--- src/hdl/gppt_pkg.sv ---
// Types and constants of the game-port paddle timer.
// Depends on nothing; imported by the timer, lane and expiry modules of the block.
`default_nettype none

package gppt_pkg;

  // Request operation codes.
  typedef enum logic [1:0] {
    OP_STROBE = 2'd0,
    OP_READ   = 2'd1,
    OP_UPDATE = 2'd2
  } op_e;

  // Configuration register indexes.
  typedef enum logic [1:0] {
    REG_ACTION_SPEED  = 2'd0,
    REG_RELEASE_SPEED = 2'd1,
    REG_RATE_TENTHS   = 2'd2
  } reg_idx_e;

  localparam int unsigned TICK_W      = 32;
  localparam int unsigned POS_W       = 8;
  localparam int unsigned CNT_W       = 16;
  localparam int unsigned DIR_FIELDS  = 4;

  localparam logic [POS_W-1:0] POS_MAX    = 8'd255;
  localparam logic [POS_W-1:0] POS_CENTRE = 8'd127;
  localparam logic [7:0]       READ_RUNNING = 8'h80;

  // Reset values of the configuration registers (6.6 ticks held as tenths).
  localparam logic [7:0] ACTION_SPEED_RST  = 8'd8;
  localparam logic [7:0] RELEASE_SPEED_RST = 8'd8;
  localparam logic [7:0] RATE_TENTHS_RST   = 8'd66;

  typedef logic signed [1:0] dir_t;

  // Per-paddle control for one request.
  typedef struct packed {
    logic upd_en;
    logic strobe_en;
    logic pushed;
    dir_t dir;
  } lane_ctl_t;

endpackage

`default_nettype wire

--- src/hdl/game_port_paddle_timer.sv ---
// Game-port paddle timer: NUM_PADDLES paddles with positions and one-shot timers.
// Depends on gppt_pkg, gppt_lane and gppt_expiry.
//
// Every accepted request gives exactly one result from the result register: a
// request is first captured in an input register, then its move, strobe or read
// is worked out in one pass and lands in the result register while the paddle
// state updates. One request is accepted per cycle; the block stalls only while
// a finished result waits in the result register and the input register is full.
// Reads answer 0x80 while the paddle's timer runs and 0 otherwise; strobes and
// updates answer 0. Configuration writes take effect at the edge they are given.
`default_nettype none

module game_port_paddle_timer #(
  parameter int unsigned NUM_PADDLES = 4
) (
  input  wire logic                        clk_i,
  input  wire logic                        rst_ni,
  // configuration
  input  wire logic                        cfg_we_i,
  input  wire logic [1:0]                  cfg_index_i,
  input  wire logic [7:0]                  cfg_wdata_i,
  // request channel
  input  wire logic                        in_valid_i,
  output logic                             in_ready_o,
  input  wire logic [1:0]                  op_i,
  input  wire logic [gppt_pkg::TICK_W-1:0] tick_now_i,
  input  wire logic [1:0]                  paddle_i,
  input  wire logic [3:0]                  active_mask_i,
  input  wire logic signed [1:0]           dir_zero_i,
  input  wire logic signed [1:0]           dir_one_i,
  input  wire logic signed [1:0]           dir_two_i,
  input  wire logic signed [1:0]           dir_three_i,
  // result channel
  output logic                             out_valid_o,
  input  wire logic                        out_ready_i,
  output logic [7:0]                       read_value_o
);
  import gppt_pkg::*;

  logic [7:0]        action_speed_q;
  logic [7:0]        release_speed_q;
  logic [7:0]        rate_tenths_q;

  logic              in_valid_q;
  logic [1:0]        op_q;
  logic [TICK_W-1:0] tick_q;
  logic [1:0]        paddle_q;
  logic [3:0]        mask_q;
  dir_t              dir_q [DIR_FIELDS];

  logic [TICK_W-1:0] strobe_tick_q;
  logic              out_valid_q;
  logic [7:0]        read_value_q, read_value_d;

  logic              advance;
  logic              fire;
  logic              timer_running;
  logic              hit;
  logic [CNT_W-1:0]  sel_count;
  logic [CNT_W-1:0]  countdown [NUM_PADDLES];

  // Configuration registers.
  always_ff @(posedge clk_i or negedge rst_ni) begin
    if (!rst_ni) begin
      action_speed_q  <= ACTION_SPEED_RST;
      release_speed_q <= RELEASE_SPEED_RST;
      rate_tenths_q   <= RATE_TENTHS_RST;
    end else if (cfg_we_i) begin
      unique case (cfg_index_i)
        REG_ACTION_SPEED:  action_speed_q  <= cfg_wdata_i;
        REG_RELEASE_SPEED: release_speed_q <= cfg_wdata_i;
        REG_RATE_TENTHS:   rate_tenths_q   <= cfg_wdata_i;
        default: ;
      endcase
    end
  end

  // Handshake: the result register frees up when empty or taken.
  assign advance    = !out_valid_q || out_ready_i;
  assign fire       = in_valid_q && advance;
  assign in_ready_o = !in_valid_q || advance;

  // Input register.
  always_ff @(posedge clk_i or negedge rst_ni) begin
    if (!rst_ni) begin
      in_valid_q <= 1'b0;
    end else if (in_ready_o) begin
      in_valid_q <= in_valid_i;
    end
  end

  always_ff @(posedge clk_i) begin
    if (in_valid_i && in_ready_o) begin
      op_q     <= op_i;
      tick_q   <= tick_now_i;
      paddle_q <= paddle_i;
      mask_q   <= active_mask_i;
      dir_q[0] <= dir_zero_i;
      dir_q[1] <= dir_one_i;
      dir_q[2] <= dir_two_i;
      dir_q[3] <= dir_three_i;
    end
  end

  // Paddle lanes; those beyond the four input fields never move.
  for (genvar n = 0; n < NUM_PADDLES; n++) begin : g_lane
    lane_ctl_t ctl;

    if (n < DIR_FIELDS) begin : g_driven
      assign ctl.pushed = mask_q[n];
      assign ctl.dir    = dir_q[n];
    end else begin : g_idle
      assign ctl.pushed = 1'b0;
      assign ctl.dir    = '0;
    end
    assign ctl.upd_en    = fire && (op_q == OP_UPDATE);
    assign ctl.strobe_en = fire && (op_q == OP_STROBE);

    gppt_lane u_lane (
      .clk_i           (clk_i),
      .rst_ni          (rst_ni),
      .ctl_i           (ctl),
      .action_speed_i  (action_speed_q),
      .release_speed_i (release_speed_q),
      .countdown_o     (countdown[n])
    );
  end

  // Strobe time.
  always_ff @(posedge clk_i or negedge rst_ni) begin
    if (!rst_ni) begin
      strobe_tick_q <= '0;
    end else if (fire && (op_q == OP_STROBE)) begin
      strobe_tick_q <= tick_q;
    end
  end

  // Select the addressed paddle's countdown; an index past the last paddle misses.
  always_comb begin
    hit       = 1'b0;
    sel_count = '0;
    for (int n = 0; n < NUM_PADDLES; n++) begin
      if (int'(paddle_q) == n) begin
        hit       = 1'b1;
        sel_count = countdown[n];
      end
    end
  end

  gppt_expiry u_expiry (
    .tick_now_i    (tick_q),
    .strobe_tick_i (strobe_tick_q),
    .countdown_i   (sel_count),
    .rate_tenths_i (rate_tenths_q),
    .running_o     (timer_running)
  );

  assign read_value_d = ((op_q == OP_READ) && hit && timer_running) ? READ_RUNNING : 8'h00;

  // Result register.
  always_ff @(posedge clk_i or negedge rst_ni) begin
    if (!rst_ni) begin
      out_valid_q <= 1'b0;
    end else if (advance) begin
      out_valid_q <= in_valid_q;
    end
  end

  always_ff @(posedge clk_i) begin
    if (fire) begin
      read_value_q <= read_value_d;
    end
  end

  assign out_valid_o  = out_valid_q;
  assign read_value_o = read_value_q;

endmodule

`default_nettype wire

--- src/hdl/gppt_lane.sv ---
// One paddle: its position register, the move on update and the countdown load.
// Depends on gppt_pkg.
`default_nettype none

module gppt_lane (
  input  wire logic                       clk_i,
  input  wire logic                       rst_ni,
  input  wire gppt_pkg::lane_ctl_t        ctl_i,
  input  wire logic [7:0]                 action_speed_i,
  input  wire logic [7:0]                 release_speed_i,
  output logic [gppt_pkg::CNT_W-1:0]      countdown_o
);
  import gppt_pkg::*;

  logic [POS_W-1:0]  position_q, position_d;
  logic [CNT_W-1:0]  countdown_q;
  logic [7:0]        speed;
  logic signed [10:0] delta;
  logic signed [10:0] sum_s;
  logic signed [10:0] held_s;

  // Step is the chosen speed times the signed direction.
  always_comb begin
    speed = ctl_i.pushed ? action_speed_i : release_speed_i;
    case (ctl_i.dir)
      2'b01:   delta = $signed({3'b000, speed});
      2'b11:   delta = -$signed({3'b000, speed});
      2'b10:   delta = -$signed({2'b00, speed, 1'b0});
      default: delta = '0;
    endcase
    sum_s = $signed({3'b000, position_q}) + delta;
  end

  // A released stick stops at the centre, then everything saturates to a byte.
  always_comb begin
    held_s = sum_s;
    if (!ctl_i.pushed) begin
      if ((ctl_i.dir == 2'b01) && (sum_s > 11'sd127)) begin
        held_s = $signed({3'b000, POS_CENTRE});
      end
      if (ctl_i.dir[1] && (sum_s < 11'sd127)) begin
        held_s = $signed({3'b000, POS_CENTRE});
      end
    end
    if (held_s > 11'sd255) begin
      position_d = POS_MAX;
    end else if (held_s < 11'sd0) begin
      position_d = '0;
    end else begin
      position_d = held_s[POS_W-1:0];
    end
  end

  // Position and countdown state.
  always_ff @(posedge clk_i or negedge rst_ni) begin
    if (!rst_ni) begin
      position_q  <= POS_CENTRE;
      countdown_q <= '0;
    end else begin
      if (ctl_i.upd_en) begin
        position_q <= position_d;
      end
      if (ctl_i.strobe_en) begin
        countdown_q <= {8'b0, position_q} * {8'b0, position_q};
      end
    end
  end

  assign countdown_o = countdown_q;

endmodule

`default_nettype wire

--- src/hdl/gppt_expiry.sv ---
// Expiry test of the selected one-shot: elapsed ticks times ten against rate times countdown.
// Depends on gppt_pkg.
`default_nettype none

module gppt_expiry (
  input  wire logic [gppt_pkg::TICK_W-1:0] tick_now_i,
  input  wire logic [gppt_pkg::TICK_W-1:0] strobe_tick_i,
  input  wire logic [gppt_pkg::CNT_W-1:0]  countdown_i,
  input  wire logic [7:0]                  rate_tenths_i,
  output logic                             running_o
);
  import gppt_pkg::*;

  logic [TICK_W-1:0] elapsed;
  logic [23:0]       limit;
  logic [27:0]       elapsed_x10;

  // The limit never reaches 2^24, so any elapsed count at or above that has expired.
  always_comb begin
    elapsed     = tick_now_i - strobe_tick_i;
    limit       = {16'b0, rate_tenths_i} * {8'b0, countdown_i};
    elapsed_x10 = {1'b0, elapsed[23:0], 3'b000} + {3'b000, elapsed[23:0], 1'b0};
    running_o   = (elapsed[TICK_W-1:24] == '0) && (elapsed_x10 < {4'b0000, limit});
  end

endmodule

`default_nettype wire

--- config.mk ---
export PLATFORM = sky130hd
export DESIGN_NAME = game_port_paddle_timer
export DESIGN_NICKNAME = d
export VERILOG_FILES = /design/src/hdl/gppt_pkg.sv /design/src/hdl/game_port_paddle_timer.sv /design/src/hdl/gppt_lane.sv /design/src/hdl/gppt_expiry.sv
export SDC_FILE = /design/constraint.sdc
export NUM_CORES = 1
export LEC_CHECK = 0
export BUFFER_PORTS_ARGS = -buffer_cell sky130_fd_sc_hd__buf_2
export CORE_AREA = 3 3 376 304
export DETAILED_ROUTE_END_ITERATION = 10
export DIE_AREA = 0 0 379 307
export HOLD_SLACK_MARGIN = 0.15
export SETUP_SLACK_MARGIN = 0.15
export SLEW_MARGIN = 25
export SYNTH_ARGS = -nofsm -noshare
export SYNTH_HDL_FRONTEND = slang
export SYNTH_HIERARCHICAL = 1
export SYNTH_SLANG_ARGS = --single-unit
--- constraint.sdc ---
create_clock -name clk_i -period 18.2 [get_ports clk_i]
set_input_delay 0.91 -clock clk_i [delete_from_list [all_inputs] [get_ports clk_i]]
set_output_delay 0.91 -clock clk_i [all_outputs]
set_load 0.01 [all_outputs]
==> results.tsv <==
metric	value	unit
WP data arrival	8190	ps
final setup fails	0	
Critical Path RT	18560	ps
cell family with most CP delay	adder cells	
CTS tree	built	
largest net degree at the start of global routing	69	
Hold Crit Class	input pin to asynchronous set/reset pin	
num rows	109	
Place WS	10070	ps
CP bufs+invs	3	
#FFs+latches synth	199	
Clock Path Buffers	2	
Yosys Warn Count	6	
TritonRoute pass-1 iters	5	
final setup TNS	0	ps
Worst Reg-to-Reg Cells	27	
critical path depth	27	
Routed WL	62.4	mm
insertion delay of the later-clocked pin in the worst-skew pair	500	ps
initial antenna violation count	6	
total congestion overflow	0	
CTS sink cnt	199	
ys flop type	dfrtp_1	
library cells used by synthesis	113	
die height	307	um
Max-Cap Viols	0	
Die Footprint	116000	um2
share of layout cells above drive strength 1	0.123	
DRC errors left	0	
clk_skew	17.6	ps
Critical Path End Type	flip-flop	
Max stage delay on crit path	610	ps
Max Slew Vio Count	0	
Slowest cell on crit path	mux4_2	
# hold bufs at CTS	0	
global-route wire length before repair	101	mm
Synth async-reset ratio	0.754	
I/O Pins	73	
WL/cell	14.9	um
cts bufs inserted	17	
initial core utilization	0.230	
multi-input logic area	18400	um2
CP Class	flip-flop to flip-flop	
cell count after synthesis	2713	
H-tree Lvls	4	
DPL Wire Length	49.0	mm
Worst Max-Slew Pin Slew	971	ps
Post-synth EDFFs	49	
Fillers	11900	
1st-iter DRT viols	1355	
worst reg2reg startpoint	paddle_q[0]	
most frequent cell after synthesis	inv_1	
setup bufs post-CTS	0	
register area	5270	um2
reg-to-reg endpoint	read_value_o[7]	
Avg Vias per Cell	4.60	
core area	110000	um2
GRT Total Usage	0.108	
Final Cycle Share	0.430	
Antenna diodes	0	
root buf cell	clkbuf_16	
PortBufs	65	
final hold viol count	0	
Nets	3254	
post-synthesis sequential area ratio	0.207	
most frequent CP cell	fa_1	
post-CTS resize count	0	
GP Congestion	0.845	
RSZ-0062 raised after global routing	no	
Final ANT Viol Nets	0	
die width	379	um
Post-synth top cells	inv_1 (336), ha_1 (276), fa_1 (190), nand2_1 (181), nor2_1 (170)	
status	completed	
Syn-to-layout area delta	9.14	%
vias post-DR	19200	
flop2flop setup slack	10370	ps
crit path max fanout	11	
Synth area leaders	fa_1 (15%), ha_1 (14%), dfrtp_1 (12%), edfxtp_1 (5.8%), mux2_2 (5.4%)	
Synth top area share	0.150	
Startpoint Class	flip-flop	
maximum clock rate	128	MHz
area leader, netlist	fa_1	
Rel. slew slack	0.352	
vias in the first global route	18600	
PnR worst setup slack	10370	ps
CTS clk-pin slew, worst paths	70	ps
mapped cell area	25400	um2
Mean Syn Cell Area	9.37	um2
min Tclk post-route	7830	ps
## final cells by class
type                            count  share of cell area
Clock buffer                       23              0.0169
Clock inverter                      9             0.00428
Inverter                          338              0.0457
Multi-Input combinational cell   2097               0.664
Sequential cell                   199               0.190
Tap cell                         1443              0.0651
Timing Repair Buffer               72              0.0141
## cells by family (layout without fill, tap and decap cells)
kind of cell	after synthesis	after routing	synth area share
compound gates	491	491	0.134
xor+xnor	168	168	0.0579
fa+ha+maj	466	466	0.286
buf+inv	423	442	0.0694
flops	199	199	0.207
mux	175	175	0.0832
other cells	5	11	0.000738
simple gates	786	786	0.162
## metrics by stage
step	cell area (um2)	instances	hold WS [ps]	utilization
global route	27700	4181	329	0.251
detailed placement	27100	4148	479	0.246
global placement	27100	4148	470	0.246
finish	27700	4181	338	0.251
floorplan	25400	2719	458	-
CTS	27700	4180	308	0.251
## worst register-to-register path, stage by stage (launching register included)
cell      delay, ps
edfxtp_1        560
buf_8           220
mux4_2          620
and2_1          220
fa_1            580
fa_1            460
fa_1            560
inv_1            60
fa_1            540
inv_1            40
ha_1            370
and3_1          180
a31o_2          260
o311a_1         350
or3_1           390
a31o_2          240
a21oi_1         170
xnor2_1         100
ha_1            200
nor3_1          230
o221ai_1        150
a21oi_1         140
o211ai_1        100
a311oi_1        200
o31a_1          170
nand4b_1        120
nor4_2          270
and3b_1         180
## sequential cells by signal, indices dropped and copies added, names as in the netlist, 2 cells and up
name / flops
action_speed_q: 8
dir_q: 8
g_lane.u_lane/countdown_o: 60
g_lane.u_lane/position_q: 32
mask_q: 4
op_q: 2
paddle_q: 2
rate_tenths_q: 8
release_speed_q: 8
strobe_tick_q: 32
tick_q: 32
## worst max path at each step
stage / start / to / slack [ps]
5_1_grt: paddle_q[0] / read_value_o[7] / 9810
4_1_cts: paddle_q[0] / read_value_o[7] / 10010
2_1_floorplan: paddle_q[0] / read_value_o[7] / 10920
3_5_place_dp: paddle_q[0] / read_value_o[7] / 10070
3_3_place_gp: paddle_q[0] / read_value_o[7] / 10250
6_report: paddle_q[0] / read_value_o[7] / 10370
## layout by cell type, fill, tap and decap left out, types with 10 or more instances in the layout
cell type	synthesis	final
inv_1	336	336
ha_1	276	276
fa_1	190	190
nand2_1	181	181
nor2_1	170	170
and2_1	142	141
mux2_2	121	121
xnor2_1	121	121
dfrtp_1	118	118
a21oi_1	117	117
o21ai_0	100	100
buf_2	1	64
edfxtp_1	49	49
xor2_1	47	47
nor3_1	47	47
nand3_1	45	45
a21o_1	43	43
mux2i_1	34	34
dfstp_2	32	32
nor2b_1	29	29
o21a_1	26	26
nand2b_1	25	25
or3_1	23	23
nor4_1	19	19
clkbuf_16	0	18
mux4_2	16	16
o21bai_1	16	16
nand3b_1	14	14
a211oi_1	14	14
a311oi_1	14	14
or2_2	13	13
a31oi_1	12	12
o221ai_1	12	12
and3_1	12	12
conb_1	5	11
o211ai_1	11	11
nand4_1	11	11
o31ai_1	10	10
## per-layer routing
layer  share of wire  GRT usage  vias to the layer above
li1                -          -                     9423
met1            0.52      0.166                     9337
met2            0.40      0.151                      443
met3           0.067     0.0292                       44
met4          0.0098     0.0176                        2
met5         0.00011          0                        -
Power is left out: the tool's default activity adds up to more than one toggle a clock period on the data nets, which glitch-free logic cannot reach.
